## config.mk

```make
export PLATFORM = sky130hd
export DESIGN_NAME = stx_etx_frame_receiver_xor
export DESIGN_NICKNAME = d
export VERILOG_FILES = /design/src/design/sefr_pkg.sv /design/src/design/stx_etx_frame_receiver_xor.sv /design/src/design/sefr_core.sv /design/src/design/sefr_out_fifo.sv
export SDC_FILE = /design/constraint.sdc
export NUM_CORES = 1
export LEC_CHECK = 0
export ABC_AREA = 1
export BUFFER_PORTS_ARGS = -buffer_cell sky130_fd_sc_hd__buf_2
export CORE_MARGIN = 2
export CORE_UTILIZATION = 35
export DETAILED_ROUTE_END_ITERATION = 8
export GPL_ROUTABILITY_DRIVEN = 1
export HOLD_SLACK_MARGIN = 0.03
export PLACE_DENSITY = 0.6
export SYNTH_ARGS = -nofsm -noshare
export SYNTH_HDL_FRONTEND = slang
export SYNTH_SLANG_ARGS = --single-unit
```

## constraint.sdc

```tcl
create_clock -name clk -period 4.77 [get_ports clk]
set_input_delay 0.477 -clock clk [delete_from_list [all_inputs] [get_ports clk]]
set_output_delay 0.477 -clock clk [all_outputs]
set_load 0.02 [all_outputs]
```

## src/design/sefr_pkg.sv

```systemverilog
// Package for the STX/ETX frame receiver: item types, frame markers, status codes
// and buffer sizing constants. It depends on nothing else.
`timescale 1ns / 1ps

package sefr_pkg;

  // Receive buffer size in bytes; a frame attempt reaching this many bytes overflows.
  localparam int BufferBytes = 512;
  // Width of the held-byte counter: it never holds more than BufferBytes - 1.
  localparam int HeldW       = $clog2(BufferBytes);
  localparam int CountW      = 9;
  localparam int ElapsedW    = 17;
  localparam int LimitW      = 16;

  localparam logic [7:0] StartMark = 8'h02;
  localparam logic [7:0] EndMark   = 8'h03;
  localparam logic [HeldW:0] MinFrame = (HeldW + 1)'(5);
  localparam logic [HeldW:0] BufLimit = (HeldW + 1)'(BufferBytes);
  localparam logic [ElapsedW-1:0] ElapsedMax = {ElapsedW{1'b1}};
  localparam logic [LimitW-1:0] LimitReset = LimitW'(1000);

  // Input kinds.
  localparam logic KindByte = 1'b0;
  localparam logic KindTick = 1'b1;

  // Result item types.
  localparam logic TypePayload = 1'b0;
  localparam logic TypeEnd     = 1'b1;

  // End status codes.
  localparam logic [1:0] StatOk       = 2'd0;
  localparam logic [1:0] StatChecksum = 2'd1;
  localparam logic [1:0] StatTimeout  = 2'd2;
  localparam logic [1:0] StatOverflow = 2'd3;

  typedef struct packed {
    logic       kind;
    logic [7:0] rx_byte;
  } in_item_t;

  typedef struct packed {
    logic              item_type;
    logic [7:0]        payload_byte;
    logic [1:0]        status;
    logic [7:0]        station_address;
    logic [7:0]        function_code;
    logic [CountW-1:0] payload_count;
  } out_item_t;

  typedef struct packed {
    logic      valid;
    out_item_t item;
  } result_t;

endpackage

```

## src/design/stx_etx_frame_receiver_xor.sv

```systemverilog
// Top level of the STX/ETX frame receiver with XOR checksum.
// Depends on sefr_pkg, sefr_core and sefr_out_fifo.
`timescale 1ns / 1ps

// The receiver takes one item per clock cycle, either a received UART byte or a
// millisecond tick, and writes at most one result item for it into the result
// buffer. Every input item is handled by combinational decoding logic, whose
// state registers feed straight back for the next item, so input items may
// arrive back to back. Results pass through a two-entry buffer: the input side
// stalls only when both entries wait to be taken by the result channel. A frame
// is 0x02, address, function, payload, XOR checksum and 0x03; payload bytes are
// sent one byte late, so the checksum never appears as payload, and each attempt
// closes with one end item carrying address, function, payload length and status
// (ok, checksum error, timeout or overflow). The timeout limit in milliseconds is
// written through the configuration port and should only be changed while the
// receiver is idle.

module stx_etx_frame_receiver_xor (
  input  logic                        clk,
  input  logic                        rst_n,
  input  logic                        in_valid,
  output logic                        in_stall,
  input  sefr_pkg::in_item_t          in_item,
  output logic                        out_valid,
  input  logic                        out_stall,
  output sefr_pkg::out_item_t         out_item,
  input  logic                        cfg_we,
  input  logic [sefr_pkg::LimitW-1:0] cfg_wdata
);
  import sefr_pkg::*;

  logic    accept;
  result_t result;
  logic    buf_full;

  // An item is taken whenever the result buffer has room for what it may cause.
  assign in_stall = buf_full;
  assign accept   = in_valid && !buf_full;

  sefr_core u_core (
    .clk       (clk),
    .rst_n     (rst_n),
    .accept    (accept),
    .in_item   (in_item),
    .cfg_we    (cfg_we),
    .cfg_wdata (cfg_wdata),
    .result    (result)
  );

  sefr_out_fifo u_out (
    .clk       (clk),
    .rst_n     (rst_n),
    .push      (result),
    .full      (buf_full),
    .out_valid (out_valid),
    .out_stall (out_stall),
    .out_item  (out_item)
  );

endmodule

```

## src/design/sefr_core.sv

```systemverilog
// Frame decoding state and per-item decision logic of the frame receiver.
// Depends on sefr_pkg.
`timescale 1ns / 1ps

module sefr_core (
  input  logic                        clk,
  input  logic                        rst_n,
  input  logic                        accept,
  input  sefr_pkg::in_item_t          in_item,
  input  logic                        cfg_we,
  input  logic [sefr_pkg::LimitW-1:0] cfg_wdata,
  output sefr_pkg::result_t           result
);
  import sefr_pkg::*;

  logic [LimitW-1:0]   limit_r;
  logic [HeldW-1:0]    held_r, held_nxt;
  logic [7:0]          xor_r, xor_nxt;
  logic                began_r, began_nxt;
  logic [7:0]          pending_r, pending_nxt;
  logic [7:0]          addr_r, addr_nxt;
  logic [7:0]          func_r, func_nxt;
  logic [ElapsedW-1:0] elapsed_r, elapsed_nxt;

  logic [HeldW:0]      n1;
  logic [HeldW:0]      frame_len;
  logic [ElapsedW-1:0] elapsed_inc;
  logic                bws;
  logic [7:0]          addr_upd, func_upd;
  logic                timed_out;
  logic                end_item;
  logic [7:0]          b;

  always_comb begin
    b           = in_item.rx_byte;
    n1          = {1'b0, held_r} + (HeldW + 1)'(1);
    frame_len   = n1 - MinFrame;
    elapsed_inc = (elapsed_r == ElapsedMax) ? elapsed_r : elapsed_r + ElapsedW'(1);
    bws         = (held_r == '0) ? (b == StartMark) : began_r;
    addr_upd    = (held_r == HeldW'(1)) ? b : addr_r;
    func_upd    = (held_r == HeldW'(2)) ? b : func_r;
    timed_out   = elapsed_r > {{(ElapsedW - LimitW){1'b0}}, limit_r};

    held_nxt    = held_r;
    xor_nxt     = xor_r;
    began_nxt   = began_r;
    pending_nxt = pending_r;
    addr_nxt    = addr_r;
    func_nxt    = func_r;
    elapsed_nxt = elapsed_r;
    end_item    = 1'b0;
    result      = '0;

    unique case (in_item.kind)
      KindTick: begin
        elapsed_nxt = elapsed_inc;
        if (elapsed_inc > {{(ElapsedW - LimitW){1'b0}}, limit_r}) begin
          end_item                    = 1'b1;
          result.item.status          = StatTimeout;
          result.item.station_address = addr_r;
          result.item.function_code   = func_r;
        end
      end
      KindByte: begin
        priority if (bws && n1 >= MinFrame && b == EndMark) begin
          end_item                  = 1'b1;
          result.item.status        = (xor_r == 8'h00) ? StatOk : StatChecksum;
          result.item.payload_count = frame_len[CountW-1:0];
        end else if (timed_out) begin
          end_item           = 1'b1;
          result.item.status = StatTimeout;
        end else if (n1 >= BufLimit) begin
          end_item           = 1'b1;
          result.item.status = StatOverflow;
        end else begin
          if (held_r != '0) begin
            xor_nxt = xor_r ^ b;
          end
          if (bws && held_r >= HeldW'(4)) begin
            result.valid             = 1'b1;
            result.item.item_type    = TypePayload;
            result.item.payload_byte = pending_r;
          end
          pending_nxt = b;
          held_nxt    = n1[HeldW-1:0];
          began_nxt   = bws;
          addr_nxt    = addr_upd;
          func_nxt    = func_upd;
        end
        if (end_item) begin
          result.item.station_address = addr_upd;
          result.item.function_code   = func_upd;
        end
      end
      default: ;
    endcase

    if (end_item) begin
      result.valid          = 1'b1;
      result.item.item_type = TypeEnd;
      held_nxt    = '0;
      xor_nxt     = '0;
      began_nxt   = 1'b0;
      pending_nxt = '0;
      addr_nxt    = '0;
      func_nxt    = '0;
      elapsed_nxt = '0;
    end
    if (!accept) begin
      result.valid = 1'b0;
    end
  end

  always_ff @(posedge clk) begin
    if (!rst_n) begin
      limit_r   <= LimitReset;
      held_r    <= '0;
      xor_r     <= '0;
      began_r   <= 1'b0;
      pending_r <= '0;
      addr_r    <= '0;
      func_r    <= '0;
      elapsed_r <= '0;
    end else begin
      if (cfg_we) begin
        limit_r <= cfg_wdata;
      end
      if (accept) begin
        held_r    <= held_nxt;
        xor_r     <= xor_nxt;
        began_r   <= began_nxt;
        pending_r <= pending_nxt;
        addr_r    <= addr_nxt;
        func_r    <= func_nxt;
        elapsed_r <= elapsed_nxt;
      end
    end
  end

endmodule

```

## src/design/sefr_out_fifo.sv

```systemverilog
// Two-entry result buffer that parts the decoder from the result channel.
// Depends on sefr_pkg.
`timescale 1ns / 1ps

module sefr_out_fifo (
  input  logic                clk,
  input  logic                rst_n,
  input  sefr_pkg::result_t   push,
  output logic                full,
  output logic                out_valid,
  input  logic                out_stall,
  output sefr_pkg::out_item_t out_item
);
  import sefr_pkg::*;

  out_item_t  mem_r [2];
  logic       head_r, head_nxt;
  logic [1:0] cnt_r, cnt_nxt;
  logic       tail;
  logic       pop;

  always_comb begin
    full      = (cnt_r == 2'd2);
    out_valid = (cnt_r != 2'd0);
    out_item  = mem_r[head_r];
    pop       = out_valid && !out_stall;
    tail      = head_r ^ cnt_r[0];
    head_nxt  = pop ? ~head_r : head_r;
    cnt_nxt   = cnt_r + {1'b0, push.valid} - {1'b0, pop};
  end

  always_ff @(posedge clk) begin
    if (push.valid) begin
      mem_r[tail] <= push.item;
    end
  end

  always_ff @(posedge clk) begin
    if (!rst_n) begin
      head_r <= 1'b0;
      cnt_r  <= 2'd0;
    end else begin
      head_r <= head_nxt;
      cnt_r  <= cnt_nxt;
    end
  end

endmodule

```

# [Word-level counts from Yosys, hierarchy flattened]
# Memories as Yosys holds them, arrays and structs flattened. A register that Yosys moved wholly into a read port is not among the register bits.
# Cells that the tools add are included.
[word_totals] ff_bits=78 mem_bits_rw=72 inputBits=30 output_inout_bits=38 elab_cells=114 n_memories=1
[mem_list] memory="u_out.mem_r" depth=2 width=36 read_ports=1 rd_ports_with_merged_regs=1 write_ports=1 line="sefr_out_fifo.sv:16" rtl="out_item_t mem_r [2];"
[op_classes] addsub=5 order_cmp=5 eq_ne=10 n_mux=63 bitwise=4 n_reduce_logical=16
[op_table] cell="8-bit 2-to-1 mux" n=23
[op_table] cell="9-bit 2-to-1 mux" n=7
[op_table] cell="17-bit 2-to-1 mux" n=3
[op_table] cell="10-bit 2-to-1 mux" n=5
[op_table] cell="18-bit case mux with 2 select lines" n=1
[op_table] cell="17-bit by 16-bit > comparator with 1-bit output" n=2
[op_table] cell="18-bit 2-to-1 mux" n=1
[op_table] cell="17-bit by 1-bit adder with 17-bit output, second input constant" n=1
[op_table] cell="17-bit equality test, second input constant" n=1
[op_table] cell="1-bit 2-to-1 mux" n=17
[op_table] cell="8-bit by 2-bit equality test with 1-bit output, second input constant" n=2
[op_table] cell="16-bit 2-to-1 mux" n=1
[op_table] cell="9-bit by 1-bit adder with 10-bit output, second input constant" n=1
[op_table] cell="10-bit greater-or-equal comparator, second input constant" n=1
[op_table] cell="10-bit by 3-bit greater-or-equal comparator with 1-bit output, second input constant" n=1
[op_table] cell="9-bit by 1-bit equality test with 1-bit output, second input constant" n=1
[op_table] cell="9-bit by 2-bit equality test with 1-bit output, second input constant" n=1
[op_table] cell="9-bit by 3-bit greater-or-equal comparator with 1-bit output, second input constant" n=1
[op_table] cell="9-bit zero test" n=1
[op_table] cell="9-bit nonzero test" n=1
[op_table] cell="9-bit by 3-bit subtractor with 9-bit output, second input constant" n=1
[op_table] cell="8-bit zero test" n=1
[op_table] cell="2-bit 2-to-1 mux" n=4
[op_table] cell="8-bit bitwise XOR" n=1
[op_table] cell="other kinds (14)" n=24

# [Longest topological paths before layout]
# Gate-level depths: netlist (run 1).
[depth] depth_word=12 mapped_depth=31 depth_no_buf=30

# [Hierarchy]
# From an unflattened synthesis (run 1), not the netlist that was laid out.
[hier_totals] hier_cells=908 area_unflattened_um2=8206.6
[by_module_without_submodules] module="sefr_core" instances=1 cells_per_inst=761 area_per_inst_um2=5227.5 seq_area_each_um2=1501.4
[by_module_without_submodules] module="sefr_out_fifo" instances=1 cells_per_inst=145 area_per_inst_um2=2969.1 seq_area_each_um2=2242.2
[by_module_without_submodules] module="stx_etx_frame_receiver_xor" instances=1 cells_per_inst=2 area_per_inst_um2=10.0 seq_area_each_um2=0.0

# [Worst setup path before layout (run 1)]
# OpenSTA, ideal clock, no wires.
[synth_path] path_kind="register to register" from="register u_core.elapsed_r[0]" to="memory u_out.mem_r[0][0] (netlist bit), enable pin" t_arrival_ns=4.430 t_required_ns=4.340 path_slack_ns=-0.090 path_stages_with_launch=27 path_buffers=1 cell_sequence="dfxtp_1 -> ha_1 -> nand2_1 -> inv_2 -> nand2_1 -> nor3_2 -> nand2_1 -> nor2_1 -> nand2_1 -> mux2i_1 -> inv_1 -> ha_1 -> nand2_1 -> nor2_1 -> nand3b_1 -> nand3_1 -> nand2_1 -> nand2_1 -> nand2_1 -> nand2_1 -> nand2_1 -> nand3_2 -> nand2_4 -> buf_6 -> a21oi_2 -> inv_2 -> nor2_1"
[synth_via] elab_chain_len=9 word_cells_on_any_way=17
[synth_rtl] element="start: declaration" line="sefr_core.sv:23" rtl="logic [ElapsedW-1:0] elapsed_r, elapsed_nxt;"
[synth_rtl] element="start signal: assignment" line="sefr_core.sv:135" rtl="elapsed_r <= elapsed_nxt;"
[synth_rtl] element="17-bit by 1-bit adder with 17-bit output, or another cell as far along" line="sefr_core.sv:38" rtl="elapsed_inc = (elapsed_r == ElapsedMax) ? elapsed_r : elapsed_r + ElapsedW'(1);"
[synth_rtl] element="17-bit 2-to-1 mux / 1-bit 2-to-1 mux (equally long branches)" line="sefr_core.sv:38, sefr_core.sv:69"
[synth_rtl] element="17-bit by 16-bit > comparator with 1-bit output / 1-bit 2-to-1 mux (equally long branches)" line="sefr_core.sv:57, sefr_core.sv:65"
[synth_rtl] element="1-bit 2-to-1 mux (on tied branches)" line="sefr_core.sv:57, sefr_core.sv:54"
[synth_rtl] element="1-bit case mux with 2 select lines" line="sefr_core.sv:54" rtl="unique case (in_item.kind)"
[synth_rtl] element="2-bit 2-to-1 mux (*)" line="sefr_core.sv:98" rtl="if (end_item) begin"
[synth_rtl] element="1-bit 2-to-1 mux (*)" line="sefr_core.sv:109" rtl="if (!accept) begin"
[synth_rtl] element="1-bit 2-to-1 mux (*)" line="sefr_out_fifo.sv:33" rtl="if (push.valid) begin"
[synth_rtl] element="1-bit 2-to-1 mux (not written as such) (*)" line="sefr_out_fifo.sv:34" rtl="mem_r[tail] <= push.item;"
[synth_rtl] element="end: declaration" line="sefr_out_fifo.sv:16"
# Every way passes the cells marked *; elsewhere a longest branch is shown, timed or not. The select of a mux whose other input is x is not followed.

# [Worst setup path in the final report (run 1)]
[layout_path] from="register u_core.elapsed_r[0]" to="register u_core.xor_r[5]"
[layout_via] elab_chain_len=7 word_cells_on_any_way=17
[layout_rtl] element="17-bit by 1-bit adder with 17-bit output, or another cell as far along" line="sefr_core.sv:38"
[layout_rtl] element="17-bit 2-to-1 mux / 1-bit 2-to-1 mux (equally long branches)" line="sefr_core.sv:38, sefr_core.sv:69"
[layout_rtl] element="17-bit by 16-bit > comparator with 1-bit output / 1-bit 2-to-1 mux (equally long branches)" line="sefr_core.sv:57, sefr_core.sv:65"
[layout_rtl] element="1-bit 2-to-1 mux (on tied branches)" line="sefr_core.sv:57, sefr_core.sv:54"
[layout_rtl] element="1-bit case mux with 2 select lines" line="sefr_core.sv:54"
[layout_rtl] element="2-bit inequality test (no line), or another cell as far along"
[layout_rtl] element="6-bit AND reduction (no line)"
[layout_rtl] element="end signal: assignment" line="sefr_core.sv:130" rtl="xor_r <= xor_nxt;"
[layout_rtl] element="end: declaration" line="sefr_core.sv:18" rtl="logic [7:0] xor_r, xor_nxt;"
# Parallel ways exist; a longest one is shown, timed or not. The select of a mux whose other input is x is not followed.
# A chain may end at the register's enable or synchronous reset.

==> flow_metrics.env, run 1 <==
export IMPL_start_util=0.3552
export IMPL_gp_congestion=0.8915
export IMPL_fp_coreArea_um2=22570
export IMPL_power_frac_seq=0.426
export IMPL_cts_tree="done"
export IMPL_endpoint_kind="register"
export IMPL_maxCapViolCount=0
export IMPL_cp_cell_sequence="ha_1 > nand2_1 > inv_2 > nand2_1 > nor3_2 > nand4_1 > nor2_1 > nor2_1 > nand2_1 > xnor2_1 > ha_1 > inv_1 > nor3_1 > nand3_1 > nand3b_1 > nand2_1 > nand3_2 > nand2_4 > buf_4 > nand2_4 > a21oi_1 > nor2_1"
export IMPL_clock_latency_ns=0.43
export IMPL_grt_antenna_before_repair=0
export IMPL_die_area_um2=24130
export IMPL_timing_rr_start="u_core.elapsed_r[0]"
export IMPL_grt_pass1_wl_mm=30.41
export IMPL_drt_first_pass_iters=5
export IMPL_grt_pass1_vias=6058
export IMPL_ir_worst_vdd_mv=0.2233
export IMPL_clkPwrFrac=0.379
export IMPL_via_count=6395
export IMPL_worst_path_max_fanout=60
export IMPL_routedWlPerCell_um=14.18
export IMPL_worst_setup_path_start_kind="register"
export IMPL_power_internal_mw=2.416
export IMPL_die_h_um=155.3
export IMPL_required_ns=5.09
export IMPL_clk_path_buf_depth=2
export IMPL_crit_type="register to register"
export IMPL_hold_depth=3
export IMPL_routed_wl_mm=18.41
export IMPL_synth_cell_type_count=42
export IMPL_num_antenna_cells=0
export IMPL_crit_slowest_cell="buf_4"
export IMPL_p_leak_nw=3.820
export IMPL_finalHoldViolCount=0
export IMPL_worst_r2r_endpoint="u_core.xor_r[5]"
export IMPL_grt_max_degree=61
export IMPL_setup_viol_count_final=0
export IMPL_cts_buffers=17
export IMPL_dpl_worst_slack_ns=0.6070
export IMPL_rows=55
export IMPL_hold_buffers=0
export IMPL_synth_edf_count=72
export IMPL_fin_crit_ns=4.220
export IMPL_slew_headroom=0.4257
export IMPL_reg2reg_slack_ns=0.55
export IMPL_drive_gt1_frac=0.1649
export IMPL_finalClockSkew_ns=0.009813
export IMPL_avgSynthCellArea_um2=8.510
export IMPL_vias_per_cell=4.927
export IMPL_hp_class="input port to register"
export IMPL_grt_overflow=0
export IMPL_cpMostUsedCell="nand2_1"
export IMPL_power_share_switching=0.3050
export IMPL_netlist_area_um2=8016
export IMPL_worstPathArrival_ns=4.54
export IMPL_reg2reg_depth=22
export IMPL_p_sw_mw=1.060
export IMPL_p_per_area_nw_per_um2=379.1
export IMPL_hpwl_mm=12.67
export IMPL_report_final_slew_viol_count=0
export IMPL_dr_first_iter_drc_count=467
export IMPL_synth_seq_cells=151
export IMPL_outcome="finished clean"
export IMPL_worst_path_largest_cell_delay_ns=0.56
export IMPL_grt_usage=0.1569
export IMPL_drc_errors=0
export IMPL_crit_family="simple AND/OR/NAND/NOR gates"
export IMPL_timing_fmax_ghz=0.2370
export IMPL_path_buf_inv=3
export IMPL_io_buffers=67
export IMPL_yosysSeqAreaShare=0.4670
export IMPL_root_buffer="clkbuf_16"
export IMPL_tns_ns=0
export IMPL_synth_cells=942
export IMPL_nets=1070
export IMPL_syn_to_final_growth_pct=14.37
export IMPL_rsz0062_at_grt="no"
export IMPL_die_w_um=155.3
export IMPL_setup_ws_ns=0.5498
export IMPL_cts_repair_resized=0
export IMPL_numClockSinks=151
export IMPL_holdPathEnd="u_core.limit_r[9]"
export IMPL_ys_warnings_count=0
export IMPL_pwr_share_comb=0.195
export IMPL_cts_htree_levels=4
export IMPL_clk_pin_slew_ns=0.07
export IMPL_worstHoldStart="cfg_wdata[9]"
export IMPL_synth_ff_type="dfxtp_1"
export IMPL_async_flop_share=0
export IMPL_synth_nets=1012
export IMPL_ioPinCount=68
export IMPL_period_share=0.8847
export IMPL_tightest_slew_ns=0.8602
export IMPL_antenna_left=0
export IMPL_post_cts_buffers=0
## cell type report
cell class,count,area [µm²]
fillers,2294,13400
flip-flops and latches,151,3744
multi-input cells,635,3660
inverters,121,454.2
clock buffers,18,429.2
repair buffers,74,387.9
well taps,285,356.6
clock inverters,14,137.6
## layer usage
metal,GRT usage,vias up,part of all wire
met5,0,-,0
met4,0.04500,0,0.0099
met3,0.02925,16,0.038
met2,0.2697,125,0.49
met1,0.2014,2986,0.47
li1,-,3268,-
## through the flow
step / instances / total power, mW / utilization / cell area [µm²] / hold WS (ns)
after floorplan: 942 / 2.003 / - / 8016 / 0.4223
after global placement: 1266 / 2.192 / 0.3811 / 8602 / 0.4434
after detailed placement: 1266 / 2.198 / 0.3811 / 8602 / 0.4483
after CTS: 1298 / 3.517 / 0.4062 / 9169 / 0.2480
after global routing: 1298 / 3.643 / 0.4062 / 9169 / 0.2764
final: 1298 / 3.476 / 0.4062 / 9169 / 0.2642
## how the worst max path moves through the flow
stage	startpoint	to	slack, ns	cells past startpoint
3_3_place_gp	u_core.elapsed_r[0]	u_core.xor_r[3]	0.72	22
4_1_cts	u_core.elapsed_r[0]	u_core.xor_r[1]	0.58	22
3_5_place_dp	u_core.elapsed_r[0]	u_core.xor_r[1]	0.61	22
6_report	u_core.elapsed_r[0]	u_core.xor_r[5]	0.55	22
2_1_floorplan	u_core.elapsed_r[0]	u_out.mem_r[0][0]	-0.09	26
5_1_grt	u_core.elapsed_r[0]	u_core.xor_r[7]	0.06	23
## cells in the final DEF, fill, tap and decap left out, types with 4 or more instances in the layout
cell type / netlist / routed
inv_2: 6 / 6
ha_1: 40 / 40
edfxtp_1: 72 / 72
a21oi_1: 98 / 98
clkbuf_16: 0 / 17
xnor2_1: 6 / 6
dfxtp_1: 79 / 79
o22ai_1: 8 / 8
nand3_1: 73 / 73
mux2_2: 36 / 36
nand2_1: 167 / 167
buf_4: 6 / 7
nand3b_1: 7 / 7
buf_2: 4 / 67
nand2_2: 4 / 4
nor2_1: 83 / 81
inv_6: 0 / 6
nand4_1: 9 / 9
inv_1: 113 / 113
nor3_1: 16 / 16
xor2_1: 19 / 19
o21ai_0: 40 / 40
## kinds of logic after synthesis
| logic type | after synthesis | share of synthesized area |
|---|---|---|
| AO/OA/AOI/OAI | 157 | 0.1025 |
| XOR/XNOR | 26 | 0.03075 |
| adder cells (fa/ha/maj) | 40 | 0.06243 |
| buffers and inverters | 156 | 0.07835 |
| flip-flops | 151 | 0.4670 |
| multiplexers | 37 | 0.05182 |
| AND/OR/NAND/NOR | 375 | 0.2071 |
## state kept, by name, indices dropped and copies added, names as in the netlist, named ones only
signal and count:
u_out.cnt_r 2, u_core.xor_r 8, u_core.limit_r 16, u_out.mem_r 72
u_out.head_r 1, u_core.func_r 8, u_core.pending_r 8, u_core.elapsed_r 17
u_core.began_r 1, u_core.addr_r 8, u_core.held_r 9
## cell usage after synthesis, types with 3 or more instances
| master | instances | area [µm²] |
|---|---|---|
| edfxtp_1 | 72 | 2162 |
| mux2_2 | 36 | 405.4 |
| xnor2_1 | 6 | 52.55 |
| nand2_2 | 4 | 25.02 |
| nand3b_1 | 7 | 52.55 |
| nand2_1 | 167 | 626.9 |
| a21o_1 | 3 | 22.52 |
| a21oi_1 | 98 | 490.5 |
| nor4_1 | 3 | 18.77 |
| buf_2 | 4 | 20.02 |
| clkbuf_1 | 20 | 75.07 |
| nand3_1 | 73 | 365.4 |
| dfxtp_1 | 79 | 1582 |
| nor2_1 | 83 | 311.6 |
| o21ai_0 | 40 | 200.2 |
| ha_1 | 40 | 500.5 |
| inv_1 | 113 | 424.2 |
| nor3_1 | 16 | 80.08 |
| nand3_2 | 3 | 30.03 |
| o22ai_1 | 8 | 50.05 |
| buf_1 | 3 | 11.26 |
| buf_4 | 6 | 45.04 |
| inv_2 | 6 | 22.52 |
| xor2_1 | 19 | 166.4 |
| nand4_1 | 9 | 56.30 |
## power groups by stage
| stage | sequential [mW] | combinational [mW] | clock [mW] |
|---|---|---|---|
| after floorplan | 1.50 | 0.502 | 0 |
| after global placement | 1.51 | 0.685 | 0 |
| after detailed placement | 1.51 | 0.689 | 0 |
| after CTS | 1.48 | 0.693 | 1.34 |
| after global routing | 1.49 | 0.755 | 1.40 |
| final | 1.48 | 0.677 | 1.32 |
## worst reg2reg max path: stages, from the launching register on
cell      delay [ns]
dfxtp_1         0.43
ha_1            0.20
nand2_1         0.07
inv_2           0.08
nand2_1         0.07
nor3_2          0.24
nand4_1         0.12
nor2_1          0.29
nor2_1          0.14
nand2_1         0.10
xnor2_1         0.09
ha_1            0.31
inv_1           0.05
nor3_1          0.25
nand3_1         0.10
nand3b_1        0.17
nand2_1         0.12
nand3_2         0.11
nand2_4         0.09
buf_4           0.56
nand2_4         0.27
a21oi_1         0.20
nor2_1          0.06
No activity file was read; power rests on OpenSTA's default activity.
==> run 2, diff against run 1 <==
--- a/config.mk
+++ b/config.mk
@@ -8,11 +8,11 @@
 export ABC_AREA = 1
 export BUFFER_PORTS_ARGS = -buffer_cell sky130_fd_sc_hd__buf_2
 export CORE_MARGIN = 2
-export CORE_UTILIZATION = 35
+export CORE_UTILIZATION = 40
 export DETAILED_ROUTE_END_ITERATION = 8
 export GPL_ROUTABILITY_DRIVEN = 1
 export HOLD_SLACK_MARGIN = 0.03
-export PLACE_DENSITY = 0.6
+export PLACE_DENSITY = 0.66
 export SYNTH_ARGS = -nofsm -noshare
 export SYNTH_HDL_FRONTEND = slang
 export SYNTH_SLANG_ARGS = --single-unit
==> run 2 against run 1 <==
Against the previous run: core utilization rose by 6.3 points; clock skew about the same; fmax is 0.91% lower; register-to-register slack got worse by 0.04 ns; clock-buffer cell count is 1 lower; sequential cell count unchanged; wire length down 4.2%; cell area rose by 0.20%; worst hold slack worse by 0.0023 ns; combinational power about the same; largest power group unchanged; clock power is 5% higher; die area fell by 12%.
==> flow_metrics.env, run 2 (same netlist as run 1, synthesis figures left out) <==
export IMPL_die_area_um2=21190
export IMPL_cts_buffers=17
export IMPL_die_h_um=145.6
export IMPL_endpoint_kind="register"
export IMPL_rsz0062_at_grt="no"
export IMPL_clock_latency_ns=0.43
export IMPL_finalHoldViolCount=0
export IMPL_cts_htree_levels=4
export IMPL_postPlaceCellArea_um2=8577
export IMPL_io_buffers=67
export IMPL_drive_gt1_frac=0.1668
export IMPL_power_total_mw=3.535
export IMPL_timing_rr_start="u_core.elapsed_r[0]"
export IMPL_timing_fmax_ghz=0.2348
export IMPL_dp_cells=1246
export IMPL_ioPinCount=68
export IMPL_hold_slack_ns=0.2620
export IMPL_outcome="finished clean"
export IMPL_crit_type="register to register"
export IMPL_drc_errors=0
export IMPL_final_cell_mix="nand2_1 (167), inv_1 (113), a21oi_1 (98), nor2_1 (81), dfxtp_1 (79)"
export IMPL_clk_path_buf_depth=2
export IMPL_numClockSinks=151
export IMPL_hpwl_mm=12.11
export IMPL_ir_worst_vdd_mv=0.2528
export IMPL_maxCapViolCount=0
export IMPL_routed_wl_mm=17.63
export IMPL_syn_to_final_growth_pct=14.61
export IMPL_period_share=0.8929
export IMPL_grt_antenna_before_repair=0
export IMPL_fin_crit_ns=4.259
export IMPL_nets=1070
export IMPL_setup_viol_count_final=0
export IMPL_grt_max_degree=51
export IMPL_antenna_left=0
export IMPL_p_per_area_nw_per_um2=384.8
export IMPL_worst_setup_path_start_kind="register"
export IMPL_layout_commonest_cell="nand2_1"
export IMPL_hold_buffers=0
export IMPL_rows=51
export IMPL_design_area_um2=9188
export IMPL_vias_per_cell=5.023
export IMPL_largest_reg_flops=72
export IMPL_top_register="u_out.mem_r"
export IMPL_drt_first_pass_iters=5
export IMPL_grt_pass1_wl_mm=29.26
export IMPL_grt_pass1_vias=5952
export IMPL_hp_class="input port to register"
export IMPL_gp_congestion=0.8712
export IMPL_cp_startpoint="u_core.elapsed_r[0]"
export IMPL_worstPathArrival_ns=4.33
export IMPL_worstHoldStart="cfg_wdata[6]"
export IMPL_root_buffer="clkbuf_16"
export IMPL_stdcell_count=1278
export IMPL_required_ns=4.84
export IMPL_grt_overflow=0
export IMPL_tightest_slew_ns=0.8645
export IMPL_top_regs="u_out.mem_r x72, u_core.elapsed_r x17, u_core.limit_r x16"
export IMPL_die_w_um=145.6
export IMPL_utilization=0.4690
export IMPL_dr_first_iter_drc_count=390
export IMPL_num_antenna_cells=0
export IMPL_finalClockSkew_ns=0.009830
export IMPL_fp_coreArea_um2=19590
export IMPL_routedWlPerCell_um=13.80
export IMPL_via_count=6420
export IMPL_p_leak_nw=3.842
export IMPL_cts_repair_resized=0
export IMPL_grt_usage=0.1699
export IMPL_report_final_slew_viol_count=0
export IMPL_post_cts_buffers=0
export IMPL_worst_path_max_fanout=36
export IMPL_slew_headroom=0.4216
export IMPL_clk_pin_slew_ns=0.06
export IMPL_start_util=0.4092
export IMPL_cts_tree="done"
-- run 2: cell count changes in the layout (fill, tap and decap cells not counted), sizes merged --
cell | before | now
clkbuf | 18 | 17
bufinv | 1 | 2
-- run 2: cell type report --
type	instances	area, µm²
Clock inverter	15	185.2
Clock buffer	17	425.4
Fill cell	1933	10400
Inverter	121	454.2
Timing Repair Buffer	74	387.9
Multi-Input combinational cell	635	3660
Tap cell	265	331.6
Sequential cell	151	3744
-- run 2: path summary, 6_finish.rpt --
kind | cells after the start | slack, ns | to
worst min register to register | 1 | 0.46 | u_out.cnt_r[1]
worst min-delay path | 3 | 0.26 | u_core.limit_r[6]
worst max register to register | 26 | 0.51 | u_out.mem_r[0][8]
worst max-delay path | 26 | 0.51 | u_out.mem_r[0][8]
-- run 2: per-layer routing --
| metal | up-vias | track usage | routed length, µm |
|---|---|---|---|
| li1 | 3266 | - | - |
| met1 | 2976 | 0.2177 | 8016 |
| met2 | 149 | 0.2860 | 8488 |
| met3 | 29 | 0.03448 | 769 |
| met4 | 0 | 0.06029 | 357 |
| met5 | - | 0 | 0 |
-- run 2: worst max-delay path, cell delays in order (launching register included) --
cell and delay (ns):
dfxtp_1 0.42, ha_1 0.20, nand2_1 0.07, inv_2 0.07, nand2_1 0.07, nor3_2 0.25, nand2_1 0.14, nor2_1 0.15
nand2_1 0.22, mux2i_1 0.20, inv_1 0.07, ha_1 0.27, nand2_1 0.05, nor2_1 0.14, nand3b_1 0.09, nand3_1 0.09
nand2_1 0.05, nand2_1 0.06, nand2_1 0.04, nand2_1 0.05, nand2_1 0.08, nand3_2 0.10, nand2_4 0.17, a21oi_2 0.22
inv_2 0.08, nor2_4 0.07, buf_4 0.43
-- run 2: report_power, final --
group / internal [mW] / switching, mW / leakage (nW)
Sequential: 1.44 / 0.0387 / 1.34
Clock: 0.794 / 0.586 / 0.295
Combinational: 0.241 / 0.433 / 2.21
Total: 2.48 / 1.06 / 3.84
-- run 2: stage by stage --
stage / TNS (ns) / setup slack (ns)
after floorplan: -6.472 / -0.08990
after global placement: 0 / 0.6552
after detailed placement: 0 / 0.5440
after CTS: 0 / 0.5324
after global routing: 0 / 0.04840
final: 0 / 0.5110
==> run 3, diff against run 2 <==
--- a/config.mk
+++ b/config.mk
@@ -5,7 +5,6 @@
 export SDC_FILE = /design/constraint.sdc
 export NUM_CORES = 1
 export LEC_CHECK = 0
-export ABC_AREA = 1
 export BUFFER_PORTS_ARGS = -buffer_cell sky130_fd_sc_hd__buf_2
 export CORE_MARGIN = 2
 export CORE_UTILIZATION = 40
==> run 3 against run 2 <==
Against the previous run: synthesized area grew 4.3%; worst hold slack improved by 0.0013 ns; synthesized cell count decreased by 7.9%.
==> flow_metrics.env, run 3 <==
export IMPL_postPlaceCellArea_um2=8911
export IMPL_post_cts_buffers=0
export IMPL_fp_coreArea_um2=20360
export IMPL_top_register="u_out.mem_r"
export IMPL_synth_simple_area_share=0.1726
export IMPL_rows=52
export IMPL_final_cell_mix="nand2_1 (85), dfxtp_1 (79), nor2_1 (75), edfxtp_1 (72), buf_2 (67)"
export IMPL_synth_top_area_frac=0.2586
export IMPL_nets=973
export IMPL_yosysSeqAreaShare=0.4478
export IMPL_cts_tree="done"
export IMPL_grt_pass1_vias=6305
export IMPL_io_buffers=67
export IMPL_cts_htree_levels=4
export IMPL_die_area_um2=22070
export IMPL_netlist_area_um2=8359
export IMPL_timing_fmax_ghz=0.2247
export IMPL_finalClockSkew_ns=0.01002
export IMPL_worst_r2r_endpoint="u_out.cnt_r[1]"
export IMPL_synth_nets=938
export IMPL_hold_slack_ns=0.2632
export IMPL_reg2reg_depth=17
export IMPL_power_total_mw=3.663
export IMPL_via_count=6639
export IMPL_cts_buffers=17
export IMPL_critPathCapture="u_out.cnt_r[1]"
export IMPL_grt_overflow=0
export IMPL_grt_busiest_layer="met2"
export IMPL_design_area_um2=9555
export IMPL_synth_commonest_cells="nand2_1 (85), dfxtp_1 (79), nor2_1 (75)"
export IMPL_drt_first_pass_iters=5
export IMPL_grt_antenna_before_repair=0
export IMPL_synth_cell_type_count=66
export IMPL_p_leak_nw=3.656
export IMPL_worst_setup_path_start_kind="register"
export IMPL_period_share=0.9330
export IMPL_antenna_left=0
export IMPL_required_ns=5.08
export IMPL_synth_cells=868
export IMPL_synthAdderAreaFrac=0.05987
export IMPL_synth_most_common_cell="nand2_1"
export IMPL_vias_per_cell=5.598
export IMPL_synth_compound_area_frac=0.1599
export IMPL_routed_wl_mm=20.36
export IMPL_die_h_um=148.6
export IMPL_yosys_area_top_type="edfxtp_1"
export IMPL_drc_errors=0
export IMPL_endpoint_kind="register"
export IMPL_start_util=0.4105
export IMPL_dr_first_iter_drc_count=675
export IMPL_use_met2=0.3079
export IMPL_report_final_slew_viol_count=0
export IMPL_layout_commonest_cell="nand2_1"
export IMPL_hp_class="input port to register"
export IMPL_ys_warnings_count=0
export IMPL_timing_rr_start="u_core.elapsed_r[7]"
export IMPL_synthTopCellsByArea="edfxtp_1 (26%), dfxtp_1 (19%), ha_1 (6.0%), mux2_2 (5.1%), nand2_1 (3.8%)"
export IMPL_worst_path_max_fanout=7
export IMPL_synth_mux_area_frac=0.07095
export IMPL_ir_worst_vdd_mv=0.2424
export IMPL_grt_max_degree=41
export IMPL_clk_path_buf_depth=2
export IMPL_root_buffer="clkbuf_16"
export IMPL_met1_usage=0.2508
export IMPL_crit_type="register to register"
export IMPL_avgSynthCellArea_um2=9.630
export IMPL_syn_to_final_growth_pct=14.31
export IMPL_async_flop_share=0
export IMPL_synth_ff_type="dfxtp_1"
export IMPL_routedWlPerCell_um=17.17
export IMPL_cp_startpoint="u_core.elapsed_r[7]"
export IMPL_gp_congestion=0.8633
export IMPL_p_per_area_nw_per_um2=383.3
export IMPL_top_regs="u_out.mem_r x72, u_core.elapsed_r x17, u_core.limit_r x16"
export IMPL_maxCapViolCount=0
export IMPL_die_w_um=148.6
export IMPL_slew_headroom=0.4083
export IMPL_grt_usage=0.1874
export IMPL_ioPinCount=68
export IMPL_grt_pass1_wl_mm=32.85
export IMPL_setup_viol_count_final=0
export IMPL_clk_pin_slew_ns=0.07
export IMPL_tns_ns=0
export IMPL_outcome="finished clean"
export IMPL_num_antenna_cells=0
export IMPL_synth_xor_area_frac=0.03038
export IMPL_numClockSinks=151
export IMPL_drive_gt1_frac=0.1823
export IMPL_clock_latency_ns=0.43
export IMPL_synth_edf_count=72
export IMPL_rsz0062_at_grt="no"
export IMPL_fin_crit_ns=4.450
export IMPL_reg2reg_slack_ns=0.32
export IMPL_synth_seq_cells=151
export IMPL_groute_layer_met3_usage=0.03865
export IMPL_worstHoldStart="cfg_wdata[6]"
export IMPL_hpwl_mm=13.70
export IMPL_synth_top_family_by_area="simple AND/OR/NAND/NOR gates"
export IMPL_finalHoldViolCount=0
export IMPL_tightest_slew_ns=0.8808
export IMPL_largest_reg_flops=72
export IMPL_worstPathArrival_ns=4.76
-- run 3: changes by cell type in the layout (fill, tap and decap cells not counted), sizes merged, moves of 12 or more --
cell     before  now
a21oi        99   26
nand3        76   43
a32o          0   16
xor2         20    5
o2111ai       0   16
xnor2         6   24
mux2i         1   15
inv         127   63
o21ai        43   25
nand2       173   85
o211ai        0   22
nor4          3   15
a22o          0   12
-- run 3: worst min path at each step --
stage                                to  slack, ns  cells after the start
floorplan           u_core.pending_r[0]       0.44                      1
global placement    u_core.pending_r[4]       0.46                      1
detailed placement  u_core.pending_r[1]       0.46                      1
CTS                   u_core.limit_r[9]       0.26                      3
global route          u_core.limit_r[8]       0.27                      3
finish                u_core.limit_r[6]       0.26                      3
-- run 3: cell type report --
type	instances	area, µm²
clock buffers	18	429.2
well taps	270	337.8
fillers	1928	10810
repair buffers	83	467.9
flip-flops and latches	151	3744
multi-input cells	596	4169
clock inverters	14	205.2
inverters	54	202.7
-- run 3: cells by family after synthesis --
group / Yosys count
DFF: 151
and+or+nand+nor: 298
xor gates and xnor gates: 29
AOI/OAI and AO/OA: 175
adders and majority gates: 40
muxes: 54
buffers and inverters: 121
-- run 3: what timing repair did --
item / 4_1_cts / 5_1_grt
gates resized for setup: 0 / 2
setup endpoints to repair: 0 / 29
hold buffers: 0 / 0
-- run 3: through the flow --
step,setup slack [ns],utilization,cells
finish,0.3196,0.4692,1186
CTS,0.3253,0.4687,1186
detailed placement,0.3493,0.4376,1154
global route,0.004758,0.4692,1186
global placement,0.4004,0.4376,1154
floorplan,0.3819,-,868
-- run 3: report_power, final --
| group | leakage (nW) | internal (mW) | switching, mW |
|---|---|---|---|
| registers | 1.34 | 1.44 | 0.0400 |
| logic | 2.01 | 0.283 | 0.451 |
| clock network | 0.308 | 0.852 | 0.593 |
| total | 3.66 | 2.58 | 1.08 |
-- run 3: critical path, stage by stage, from the launching register on --
cell      delay [ns]
dfxtp_1         0.46
nand4_1         0.34
nor3_1          0.54
a21oi_1         0.30
nand3_1         0.17
xnor2_1         0.16
ha_1            0.30
a21oi_1         0.12
o21ai_0         0.12
a2111o_1        0.47
o211a_1         0.29
nor2_1          0.16
a21o_1          0.24
a21oi_1         0.10
ha_1            0.21
xor2_1          0.17
xnor2_1         0.13
nor2_1          0.05
-- run 3: per-layer routing --
| layer | vias to the layer above | share of wire |
|---|---|---|
| li1 | 3278 | - |
| met1 | 3150 | 0.46 |
| met2 | 187 | 0.47 |
| met3 | 24 | 0.051 |
| met4 | 0 | 0.014 |
| met5 | - | 0 |
